--- config.mk ---
export PLATFORM = sky130hd
export DESIGN_NAME = circular_fifo_with_search
export DESIGN_NICKNAME = d
export VERILOG_FILES = /design/src/rtl/cfs_pkg.sv /design/src/rtl/circular_fifo_with_search.sv /design/src/rtl/cfs_ram.sv /design/src/rtl/cfs_scan.sv
export SDC_FILE = /design/constraint.sdc
export NUM_CORES = 2
export LEC_CHECK = 0
export BUFFER_PORTS_ARGS = -buffer_cell sky130_fd_sc_hd__buf_2
export CAP_MARGIN = 5
export CORE_ASPECT_RATIO = 0.9
export CORE_MARGIN = 2
export CORE_UTILIZATION = 56
export DETAILED_ROUTE_END_ITERATION = 8
export PLACE_DENSITY_LB_ADDON = 0.12
export RECOVER_POWER = 50
export SKIP_CTS_REPAIR_TIMING = 1
export SLEW_MARGIN = 20
export SYNTH_ARGS = -nofsm -noshare
export SYNTH_HDL_FRONTEND = slang
export SYNTH_SLANG_ARGS = --single-unit
--- constraint.sdc ---
create_clock -name i_clk -period 7.45 [get_ports i_clk]
set_clock_uncertainty 0.2 [all_clocks]
set_input_delay 0.3725 -clock i_clk [delete_from_list [all_inputs] [get_ports i_clk]]
set_output_delay 0.3725 -clock i_clk [all_outputs]
set_load 0.01 [all_outputs]
--- src/rtl/cfs_pkg.sv ---
// ----------------------------------------------------------------------------
// cfs_pkg
// Shared constants, codes and types of the circular FIFO with search.
// ----------------------------------------------------------------------------
package cfs_pkg;

    // Field widths
    localparam int CMD_W   = 2;
    localparam int WORD_W  = 32;
    localparam int COUNT_W = 7;

    // Default number of slots
    localparam int DEPTH_DEF = 64;

    // Command codes
    localparam logic [CMD_W-1:0] CMD_ENQ  = 2'd0;
    localparam logic [CMD_W-1:0] CMD_DEQ  = 2'd1;
    localparam logic [CMD_W-1:0] CMD_SRCH = 2'd2;

    // Head and tail word reported for an empty queue
    localparam logic [WORD_W-1:0] EMPTY_WORD = 32'hFFFF_FFFF;

    // Sequencer states
    typedef enum logic [1:0] {
        ST_IDLE,
        ST_HEAD,
        ST_SCAN
    } t_state;

    // Status from the scan unit to the sequencer
    typedef struct packed {
        logic done;
        logic found;
    } t_scan_sts;

endpackage

--- src/rtl/circular_fifo_with_search.sv ---
// ----------------------------------------------------------------------------
// circular_fifo_with_search
// Ring-buffer FIFO of 32-bit words with enqueue, dequeue and search requests.
// ----------------------------------------------------------------------------
// Each accepted request gives one result, held in an output register until it
// is taken. An enqueue, a refused request, a dequeue that empties the queue
// and a search of an empty queue finish in the cycle they are accepted. A
// dequeue that leaves words behind passes through the head-fetch state, ST_HEAD:
// the new head word is fetched through the slot RAM's read port. A search of N
// live entries is run by the scan unit, reading one slot per cycle through
// that same port; it stops early at the first match. A new request is taken
// once the block is idle and the output register is free or being emptied.
// The slot RAM needs no clearing after reset.
module circular_fifo_with_search #(
    parameter int DEPTH = cfs_pkg::DEPTH_DEF
) (
    input  logic                          i_clk,
    input  logic                          i_rst_n,
    input  logic                          i_in_valid,
    output logic                          o_in_ready,
    input  logic [cfs_pkg::CMD_W-1:0]     i_cmd,
    input  logic signed [cfs_pkg::WORD_W-1:0] i_value,
    output logic                          o_out_valid,
    input  logic                          i_out_ready,
    output logic                          o_ok,
    output logic signed [cfs_pkg::WORD_W-1:0] o_popped_value,
    output logic                          o_found,
    output logic signed [cfs_pkg::WORD_W-1:0] o_head_value,
    output logic signed [cfs_pkg::WORD_W-1:0] o_tail_value,
    output logic [cfs_pkg::COUNT_W-1:0]   o_count
);

    import cfs_pkg::*;

    localparam int PTR_W = $clog2(DEPTH);
    localparam int OCC_W = $clog2(DEPTH + 1);
    localparam logic [PTR_W-1:0] PTR_LAST = PTR_W'(DEPTH - 1);

    t_state            r_state, n_state;
    logic [PTR_W-1:0]  r_rd_idx, n_rd_idx;
    logic [PTR_W-1:0]  r_wr_idx, n_wr_idx;
    logic [OCC_W-1:0]  r_occ,    n_occ;
    logic [WORD_W-1:0] r_head,   n_head;
    logic [WORD_W-1:0] r_tail,   n_tail;

    logic              r_out_valid;
    logic              r_ok;
    logic [WORD_W-1:0] r_pop;
    logic              r_found;
    logic [WORD_W-1:0] r_head_out;
    logic [WORD_W-1:0] r_tail_out;
    logic [OCC_W-1:0]  r_occ_out;

    logic              accept;
    logic              full;
    logic [PTR_W-1:0]  rd_idx_next;
    logic [PTR_W-1:0]  wr_idx_next;

    logic              ram_we;
    logic              ram_re;
    logic [PTR_W-1:0]  ram_raddr;
    logic [WORD_W-1:0] ram_rdata;
    logic              head_re;

    logic              scan_start;
    logic              scan_rd_en;
    logic [PTR_W-1:0]  scan_rd_addr;
    t_scan_sts         scan_sts;

    logic              res_load;
    logic              res_ok;
    logic [WORD_W-1:0] res_pop;
    logic              res_found;

    logic [OCC_W+COUNT_W-1:0] count_ext;

    // Handshake and pointer arithmetic
    assign o_in_ready  = (r_state == ST_IDLE) && (!r_out_valid || i_out_ready);
    assign accept      = i_in_valid && o_in_ready;
    assign full        = (r_occ == OCC_W'(DEPTH));
    assign rd_idx_next = (r_rd_idx == PTR_LAST) ? '0 : r_rd_idx + 1'b1;
    assign wr_idx_next = (r_wr_idx == PTR_LAST) ? '0 : r_wr_idx + 1'b1;

    // Share the RAM read port between the scan and the head fetch
    assign ram_re    = scan_rd_en || head_re;
    assign ram_raddr = scan_rd_en ? scan_rd_addr : rd_idx_next;

    cfs_ram #(
        .WIDTH (WORD_W),
        .DEPTH (DEPTH)
    ) u_ram (
        .i_clk   (i_clk),
        .i_we    (ram_we),
        .i_waddr (r_wr_idx),
        .i_wdata (i_value),
        .i_re    (ram_re),
        .i_raddr (ram_raddr),
        .o_rdata (ram_rdata)
    );

    cfs_scan #(
        .DEPTH (DEPTH)
    ) u_scan (
        .i_clk        (i_clk),
        .i_rst_n      (i_rst_n),
        .i_start      (scan_start),
        .i_start_addr (r_rd_idx),
        .i_length     (r_occ),
        .i_key        (i_value),
        .i_rdata      (ram_rdata),
        .o_rd_en      (scan_rd_en),
        .o_rd_addr    (scan_rd_addr),
        .o_sts        (scan_sts)
    );

    // Next state
    always_comb begin
        n_state = r_state;
        unique case (r_state)
            ST_IDLE: begin
                if (accept) begin
                    if (i_cmd == CMD_DEQ && r_occ > OCC_W'(1)) begin
                        n_state = ST_HEAD;
                    end else if (i_cmd == CMD_SRCH && r_occ != '0) begin
                        n_state = ST_SCAN;
                    end
                end
            end
            ST_HEAD: begin
                n_state = ST_IDLE;
            end
            ST_SCAN: begin
                if (scan_sts.done) begin
                    n_state = ST_IDLE;
                end
            end
            default: begin
                n_state = ST_IDLE;
            end
        endcase
    end

    // Queue updates, RAM control and result formation
    always_comb begin
        n_rd_idx   = r_rd_idx;
        n_wr_idx   = r_wr_idx;
        n_occ      = r_occ;
        n_head     = r_head;
        n_tail     = r_tail;
        ram_we     = 1'b0;
        head_re    = 1'b0;
        scan_start = 1'b0;
        res_load   = 1'b0;
        res_ok     = 1'b0;
        res_pop    = '0;
        res_found  = 1'b0;
        unique case (r_state)
            ST_IDLE: begin
                if (accept) begin
                    case (i_cmd)
                        CMD_ENQ: begin
                            res_load = 1'b1;
                            if (!full) begin
                                ram_we   = 1'b1;
                                n_wr_idx = wr_idx_next;
                                n_occ    = r_occ + 1'b1;
                                n_tail   = i_value;
                                res_ok   = 1'b1;
                                if (r_occ == '0) begin
                                    n_head = i_value;
                                end
                            end
                        end
                        CMD_DEQ: begin
                            if (r_occ != '0) begin
                                n_rd_idx = rd_idx_next;
                                n_occ    = r_occ - 1'b1;
                                res_ok   = 1'b1;
                                res_pop  = r_head;
                            end
                            // fetch the new head when words remain
                            if (r_occ > OCC_W'(1)) begin
                                head_re = 1'b1;
                            end else begin
                                res_load = 1'b1;
                            end
                        end
                        CMD_SRCH: begin
                            if (r_occ != '0) begin
                                scan_start = 1'b1;
                            end else begin
                                res_load = 1'b1;
                            end
                        end
                        default: begin
                            res_load = 1'b1;
                        end
                    endcase
                end
            end
            ST_HEAD: begin
                n_head   = ram_rdata;
                res_load = 1'b1;
                res_ok   = 1'b1;
                res_pop  = r_head;
            end
            ST_SCAN: begin
                if (scan_sts.done) begin
                    res_load  = 1'b1;
                    res_found = scan_sts.found;
                end
            end
            default: begin
                res_load = 1'b0;
            end
        endcase
    end

    // Hold queue state
    always_ff @(posedge i_clk) begin
        if (!i_rst_n) begin
            r_state  <= ST_IDLE;
            r_rd_idx <= '0;
            r_wr_idx <= '0;
            r_occ    <= '0;
        end else begin
            r_state  <= n_state;
            r_rd_idx <= n_rd_idx;
            r_wr_idx <= n_wr_idx;
            r_occ    <= n_occ;
        end
        r_head <= n_head;
        r_tail <= n_tail;
    end

    // Load the result register; drop it once taken
    always_ff @(posedge i_clk) begin
        if (!i_rst_n) begin
            r_out_valid <= 1'b0;
        end else if (res_load) begin
            r_out_valid <= 1'b1;
        end else if (i_out_ready) begin
            r_out_valid <= 1'b0;
        end
        if (res_load) begin
            r_ok       <= res_ok;
            r_pop      <= res_pop;
            r_found    <= res_found;
            r_head_out <= (n_occ != '0) ? n_head : EMPTY_WORD;
            r_tail_out <= (n_occ != '0) ? n_tail : EMPTY_WORD;
            r_occ_out  <= n_occ;
        end
    end

    // Count masked to its field width
    assign count_ext = {{COUNT_W{1'b0}}, r_occ_out};

    assign o_out_valid    = r_out_valid;
    assign o_ok           = r_ok;
    assign o_popped_value = r_pop;
    assign o_found        = r_found;
    assign o_head_value   = r_head_out;
    assign o_tail_value   = r_tail_out;
    assign o_count        = count_ext[COUNT_W-1:0];

endmodule

--- src/rtl/cfs_ram.sv ---
// ----------------------------------------------------------------------------
// cfs_ram
// Generic simple dual-port RAM: one write port, one registered read port.
// ----------------------------------------------------------------------------
module cfs_ram #(
    parameter int WIDTH = 32,
    parameter int DEPTH = 64
) (
    input  logic                     i_clk,
    input  logic                     i_we,
    input  logic [$clog2(DEPTH)-1:0] i_waddr,
    input  logic [WIDTH-1:0]         i_wdata,
    input  logic                     i_re,
    input  logic [$clog2(DEPTH)-1:0] i_raddr,
    output logic [WIDTH-1:0]         o_rdata
);

    logic [WIDTH-1:0] r_mem [DEPTH];
    logic [WIDTH-1:0] r_rdata;

    // Write and registered read
    always_ff @(posedge i_clk) begin
        if (i_we) begin
            r_mem[i_waddr] <= i_wdata;
        end
        if (i_re) begin
            r_rdata <= r_mem[i_raddr];
        end
    end

    assign o_rdata = r_rdata;

endmodule

--- src/rtl/cfs_scan.sv ---
// ----------------------------------------------------------------------------
// cfs_scan
// Search unit: walks the live slots from the head, one RAM read per cycle,
// and compares each returned word against the key with one comparator.
// ----------------------------------------------------------------------------
module cfs_scan #(
    parameter int DEPTH = cfs_pkg::DEPTH_DEF
) (
    input  logic                         i_clk,
    input  logic                         i_rst_n,
    input  logic                         i_start,
    input  logic [$clog2(DEPTH)-1:0]     i_start_addr,
    input  logic [$clog2(DEPTH+1)-1:0]   i_length,
    input  logic [cfs_pkg::WORD_W-1:0]   i_key,
    input  logic [cfs_pkg::WORD_W-1:0]   i_rdata,
    output logic                         o_rd_en,
    output logic [$clog2(DEPTH)-1:0]     o_rd_addr,
    output cfs_pkg::t_scan_sts           o_sts
);

    import cfs_pkg::*;

    localparam int PTR_W = $clog2(DEPTH);
    localparam int OCC_W = $clog2(DEPTH + 1);
    localparam logic [PTR_W-1:0] PTR_LAST = PTR_W'(DEPTH - 1);

    logic              r_busy,     n_busy;
    logic [PTR_W-1:0]  r_addr,     n_addr;
    logic [OCC_W-1:0]  r_left,     n_left;
    logic              r_cmp_vld,  n_cmp_vld;
    logic              r_cmp_last, n_cmp_last;
    logic [WORD_W-1:0] r_key,      n_key;
    logic              match;
    logic              done;

    // Compare the word that came back from the RAM
    assign match     = (i_rdata == r_key);
    assign done      = r_cmp_vld && (match || r_cmp_last);
    assign o_rd_en   = r_busy && (r_left != '0);
    assign o_rd_addr = r_addr;
    assign o_sts     = '{done: done, found: r_cmp_vld && match};

    // Issue reads and track the compare pipeline
    always_comb begin
        n_busy     = r_busy;
        n_addr     = r_addr;
        n_left     = r_left;
        n_cmp_vld  = r_cmp_vld;
        n_cmp_last = r_cmp_last;
        n_key      = r_key;
        if (i_start) begin
            n_busy    = 1'b1;
            n_addr    = i_start_addr;
            n_left    = i_length;
            n_cmp_vld = 1'b0;
            n_key     = i_key;
        end else if (done) begin
            n_busy    = 1'b0;
            n_left    = '0;
            n_cmp_vld = 1'b0;
        end else begin
            n_cmp_vld = o_rd_en;
            if (o_rd_en) begin
                n_addr     = (r_addr == PTR_LAST) ? '0 : r_addr + 1'b1;
                n_left     = r_left - 1'b1;
                n_cmp_last = (r_left == OCC_W'(1));
            end
        end
    end

    always_ff @(posedge i_clk) begin
        if (!i_rst_n) begin
            r_busy    <= 1'b0;
            r_cmp_vld <= 1'b0;
        end else begin
            r_busy    <= n_busy;
            r_cmp_vld <= n_cmp_vld;
        end
        r_addr     <= n_addr;
        r_left     <= n_left;
        r_cmp_last <= n_cmp_last;
        r_key      <= n_key;
    end

endmodule

# ---- Yosys cells after proc, flatten, opt, wreduce, memory -nomap -nowiden
# Memory sizes are Yosys's and may differ from the RTL's. A register that Yosys moved wholly into a read port is not among the register bits.
# Index checks and enable logic that the tools add are counted.
dict set report totals {
  regBits 239
  ram_bits 2048
  in_bits 38
  out_inout_bits 107
  word_cells 133
  n_memories 1
}
dict set report op_classes {
  addsub 6
  order_cmp 1
  eq_ne 14
  n_mux 60
  n_bitwise 4
  n_reduce_logical 28
}
# name words word_bits rd rd_clocked_by_memory_dff wr line
set memory_table {}
lappend memory_table {u_ram.r_mem 64 32 1 1 1 cfs_ram.sv:18} ;# logic [WIDTH-1:0] r_mem [DEPTH];
# cell n
set ops {}
lappend ops {{$mux 32} 11}
lappend ops {{$pmux 32 s2} 2}
lappend ops {{$mux 7} 7}
lappend ops {{$mux 6} 7}
lappend ops {{$eq 32x32->1} 1}
lappend ops {{$mux 1} 23}
lappend ops {{$reduce_bool 7->1} 3}
lappend ops {{$add 6x1->6 const B} 3}
lappend ops {{$eq 6x6->1 const B} 3}
lappend ops {{$pmux 7 s2} 1}
lappend ops {{$sub 7x1->7 const B} 2}
lappend ops {{$mux 2} 4}
lappend ops {{$reduce_and 4->1} 2}
lappend ops {{$add 7x1->7 const B} 1}
lappend ops {{$eq 7x1->1 const B} 1}
lappend ops {{$eq 7x7->1 const B} 1}
lappend ops {{$gt 7x1->1 const B} 1}
lappend ops {{$logic_and 1x1->1} 7}
lappend ops {{$logic_not 7->1} 1}
lappend ops {{$pmux 1 s2} 3}
lappend ops {{$reduce_and 3->1} 2}
lappend ops {{$reduce_bool 2->1} 3}
lappend ops {{$eq 2x1->1 const B} 2}
lappend ops {{$eq 2x2->1 const B} 2}
lappend ops {{12 further kinds} 20}

# ---- Longest topological paths before layout
dict set report logic_depth {
  depth_word 8
  mapped_depth 14
}

# ---- By module
# From an unflattened synthesis, not the netlist that was laid out.
dict set report hier_totals {
  hier_cells 4247
  hier_area_um2 89309.4
}
# mod instances cells_each area_each_um2 seq_area_each_um2
set modules_own_cells {}
lappend modules_own_cells {cfs_ram 1 3324 78838.1 62459.9}
lappend modules_own_cells {circular_fifo_with_search 1 757 8254.2 4874.7}
lappend modules_own_cells {cfs_scan 1 166 2217.1 1421.4}

# ---- Least setup slack after synthesis
# No wires, ideal clock.
dict set report synth_timing {
  path_type {register to register}
  start {reg r_occ[0]}
  end {reg r_occ_out[0], in the netlist o_count[0], enable pin}
  setup_time_ps 615
  arrival_ps 6915
  t_required_ps 6635
  slack_ps -280
  stages_incl_launch_ff 10
  path_buffers 1
  path_cell_list {dfxtp_1 -> clkbuf_1 -> inv_1 -> ha_1 -> or3b_2 -> nor2_1 -> nand2_1 -> nand2_1 -> a21oi_1 -> o221ai_1}
}
dict set report synth_between {
  elab_chain_cells 5
  elab_cells_between_ends 7
  cone_classes {1 x order compare; 5 x mux; 1 x reduce/logical}
}
# element line
set synth_rtl {}
lappend synth_rtl {{start, declared} circular_fifo_with_search.sv:42} ;# logic [OCC_W-1:0] r_occ, n_occ;
lappend synth_rtl {{start signal, assigned} circular_fifo_with_search.sv:230} ;# r_occ <= n_occ;
lappend synth_rtl {{$gt 7x1->1 or $reduce_bool 7->1 (tied branches)} {circular_fifo_with_search.sv:182, circular_fifo_with_search.sv:189}}
lappend synth_rtl {{$mux 1, on equally long branches} {circular_fifo_with_search.sv:182, circular_fifo_with_search.sv:189}}
lappend synth_rtl {{$pmux 1 s2 *} circular_fifo_with_search.sv:160} ;# case (i_cmd)
lappend synth_rtl {{$mux 1 *} circular_fifo_with_search.sv:159} ;# if (accept) begin
lappend synth_rtl {{$pmux 1 s3 *} circular_fifo_with_search.sv:157} ;# unique case (r_state)
lappend synth_rtl {{via res_load} circular_fifo_with_search.sv:70} ;# logic res_load;
lappend synth_rtl {{end signal, assigned} circular_fifo_with_search.sv:251} ;# r_occ_out <= n_occ;
lappend synth_rtl {{end, declared} circular_fifo_with_search.sv:52} ;# logic [OCC_W-1:0] r_occ_out;
# Mark *: on every way through the listed nets, which the timed path passes. The rest lies on a longest branch.
# A chain may end at the register's enable or synchronous reset.

# ---- Final worst setup path
dict set report layout_timing {
  start {reg u_scan.r_left[0]}
  end {reg u_ram.r_rdata[15], in the netlist u_ram.o_rdata[15], read port of u_ram.r_mem, data pin}
}
dict set report layout_between {
  elab_chain_cells 3
  elab_cells_between_ends 4
  cone_classes {1 x mux; 3 x reduce/logical}
}
# element line
set layout_rtl {}
lappend layout_rtl {{start, declared} cfs_scan.sv:29} ;# logic [OCC_W-1:0] r_left, n_left;
lappend layout_rtl {{start signal, assigned} cfs_scan.sv:80} ;# r_left <= n_left;
lappend layout_rtl {{$reduce_bool 7->1 *} cfs_scan.sv:39} ;# assign o_rd_en = r_busy && (r_left != '0);
lappend layout_rtl {{$logic_and 1x1->1 *} cfs_scan.sv:39}
lappend layout_rtl {{$mux 6 or $logic_or 1x1->1 (tied branches)} {circular_fifo_with_search.sv:86, circular_fifo_with_search.sv:85}}
lappend layout_rtl {{end, declared} cfs_ram.sv:19} ;# logic [WIDTH-1:0] r_rdata;
# Mark *: on every way between the ends. The rest lies on a longest branch, timed or not.

==> flow_summary_export.csv <==
group,metric,value,unit
die,core-area,0.160,sq mm
clock_tree,cts_buffers,218,
layout,drive_gt1_share,11.8,%
place,placed_cells,7879,
logic_synthesis,synth.distinct_cells,64,
critical_path,start_kind,"register",
logic_synthesis,synth.avg_cell_area,15.5,sq um
logic_synthesis,synth_ff_type,"edfxtp_1",
layout,nNetsFinal,6057,
clock_tree,clk_path_buf_depth,3,
place,pre_cts_slack,2.04,ns
min_path,worstHoldPathCells,5,
die,chipWidth,427,microns
power_and_ir_drop,power.total,27.1,mW
logic_synthesis,syn_nets,5866,
logic_synthesis,synthAdderAreaFrac,0.166,%
global_routing,grt_max_degree,154,
clock_tree,cts-root-buf,"clkbuf_16",
layout,fill_cells,11500,
logic_synthesis,synth-xor-area-share,0.495,%
layout,stdcell_area,0.101,sq mm
critical_path,regToRegSetupSlack,2.02,ns
global_routing,grt_pass1_vias,51700,
clock_tree,cts.sinks,2319,
route,postRouteWirelength,269000,microns
power_and_ir_drop,power_leakage,32.0,nW
die,die_area,0.164,sq mm
logic_synthesis,synthSimpleGateAreaFrac,10.2,%
power_and_ir_drop,cellPowerDensity,269,mW/mm^2
power_and_ir_drop,peakVddDrop,0.000224,V
sta,setup_violations,0,
clock_tree,clkLatencyLatePin,0.86,ns
place,hpwlAfterDp,150000,microns
route,vias,54600,
layout,final_cell_mix,"edfxtp_1, nand2_1, nand3_1, a21oi_1, clkbuf_1",
die,die_h,385,microns
logic_synthesis,synth_top_family_by_area,"simple AND/OR/NAND/NOR gates",
sta,maxSlewViolCount,2130,
critical_path,worstSetupPathType,"register to register",
sta,fin_crit_sh,72.9,%
logic_synthesis,synthCells,5816,
critical_path,rr_worst_depth,12,
min_path,worstHoldPathType,"primary input to register",
sta,fmax,184,MHz
status,status,"finished with violations",
status,violations,"capacitance limit, slew limit",
global_routing,antenna_found_initial,22,
clock_tree,htreeDepth,4,
place,io_buffer_count,144,
logic_synthesis,yosysWarnings,0,
route,avgRoutedWirePerCell,32.4,microns
logic_synthesis,ys_seq_elements,2319,
route,drc,0,
critical_path,cp.required,7.87,ns
run,max_cap_viol_count,47,
critical_path,r2r-start,"u_scan.r_left[0]",
clock_tree,cts_tree,"built",
route,postRouteAntennaNets,0,
critical_path,worstPathArrival,5.85,ns
critical_path,crit_fanout,73,
logic_synthesis,synth.yosys.seq_area_share,76.2,%
sta,tightest_slew,4.20,ns
die,io_pins,145,
global_routing,grt_pass1_wl,381000,microns
place,placed_area,0.0940,sq mm
global_routing,grt_use_total,32.9,%
sta,slew_headroom,-180,%
global_routing,overflow,0,
critical_path,cp-end-kind,"register",
logic_synthesis,synth_compound_area_share,5.15,%
layout,mostFrequentLayoutCell,"edfxtp_1",
logic_synthesis,synth_mux_area_share,5.73,%
place,place_congestion,0.872,
layout,fin_cells,8324,
route,first_pass_iters,8,
route,drtIter0Drc,8095,
min_path,hold_start,"i_cmd[0]",
sta,finalWorstSetupSlack,2.02,ns
route,viasPerCell,6.56,
sta,rsz0062_at_grt,"false",
logic_synthesis,netlist_area,0.0902,sq mm
critical_path,r2r-end,"u_ram.o_rdata[15]",
sta,hold_violations,0,
logic_synthesis,synthArstFlopShare,0,%
die,fp-row-count,139,
layout,areaGrowthSynthToFinish,12.0,%
min_path,min_to,"r_occ[1]",
sta,tns,0,ns
logic_synthesis,synth_edf_count,2231,
die,start_util,56.4,%
sta,period_needed,5.43,ns
clock_tree,clkSlewWorstSetupHoldPaths,0.06,ns
-- worst max path at each step --
stage / slack, ns / end / from / cells after the start
final: 2.02 / u_ram.o_rdata[15] / u_scan.r_left[0] / 12
after global routing: 1.85 / u_ram.o_rdata[15] / u_scan.r_left[0] / 12
after CTS: 2.05 / u_ram.o_rdata[15] / u_scan.r_left[0] / 12
after detailed placement: 2.04 / u_ram.o_rdata[15] / u_scan.r_left[0] / 12
after global placement: 2.14 / u_ram.o_rdata[15] / u_scan.r_left[0] / 12
after floorplan: 2.21 / o_count[0] / r_occ[0] / 9
-- layout make-up --
| class | count | area, sq um | share of cell area, % |
|---|---|---|---|
| Multi-Input combinational cell | 3109 | 20200 | 20.0 |
| Inverter | 14 | 52.6 | 0.0520 |
| Tap cell | 2115 | 2650 | 2.62 |
| Timing Repair Buffer | 345 | 2260 | 2.24 |
| Clock inverter | 118 | 1090 | 1.08 |
| Clock buffer | 293 | 5990 | 5.93 |
| Antenna cell | 11 | 27.5 | 0.0272 |
| Sequential cell | 2319 | 68800 | 68.1 |
-- logic make-up (layout without fill, tap and decap cells) --
kind of cell / after synthesis / in the layout
flip-flops: 2319 / 2319
multiplexers: 351 / 351
other: 0 / 11
AND/OR/NAND/NOR: 2042 / 2042
adder cells (fa/ha/maj): 12 / 12
buffers and inverters: 388 / 770
XOR/XNOR: 51 / 51
AO/OA/AOI/OAI: 653 / 653
-- layer usage --
layer / GRT usage, % / up-vias / share of wire [%]
li1: - / 22700 / -
met1: 47.7 / 27800 / 39
met2: 48.3 / 3507 / 44
met3: 7.74 / 552 / 12
met4: 13.5 / 22 / 4.5
met5: 0 / - / 0.055
-- cells in the mapped netlist, drive strengths merged, types with 3 or more instances --
cell type     n  share of area [%]
or3           8              0.061
mux4        128                3.2
a21oi       266                1.5
o22a         65               0.63
or3b          4              0.042
nor2         92               0.39
nand3b        4              0.033
nor3b         4              0.033
clkbuf      161               0.67
and2         46               0.32
o21ai        21               0.12
nand3       344                1.9
ha           12               0.17
xor2         41               0.40
and3          3              0.021
inv          14              0.058
o21a          8              0.075
nand2      1210                5.0
buf         213                1.3
nor2b         8              0.055
mux2i       190                2.1
mux2         33               0.41
xnor2        10              0.097
o2111ai      62               0.60
and4         32               0.31
edfxtp     2231                 74
o31ai        13               0.13
dfxtp        88                2.0
nor4          7              0.049
a31oi        68               0.47
nor3         12              0.067
nand2b       66               0.46
a22o          3              0.029
nand4       199                1.4
a221o       128                1.4
-- per-stage QoR --
stage | hold slack (ns) | util (%)
after floorplan | 0.242 | -
after detailed placement | 0.258 | 58.8
after global placement | 0.252 | 58.8
after CTS | -0.443 | 63.3
after global routing | 0.146 | 63.2
final | 0.0963 | 63.2
-- worst max-delay path: stages, from the launching register on --
cell	delay, ns
edfxtp_1	0.43
inv_1	0.12
ha_1	0.15
or3b_4	0.40
o21ai_2	0.61
mux2i_4	0.38
buf_12	0.45
buf_4	0.96
mux2i_1	0.28
mux2i_1	0.09
o2111ai_1	0.21
nand4_1	0.37
and4_1	0.34
-- registers in the layout, summed over array words and instances (netlist names), 2 cells and up --
register          cells
u_ram.r_mem        2048
o_count               7
u_scan.r_key         32
r_state               2
u_scan.o_rd_addr      6
r_occ                 7
o_head_value         32
r_head               32
r_tail               32
r_rd_idx              6
r_wr_idx              6
o_tail_value         32
u_ram.o_rdata        32
o_popped_value       32
u_scan.r_left         7
-- report_power, final --
group	switching (mW)	internal [mW]
combinational	1.04	0.433
clock	4.83	6.21
sequential	0.0895	14.5
(Power assumes the default switching activity.)
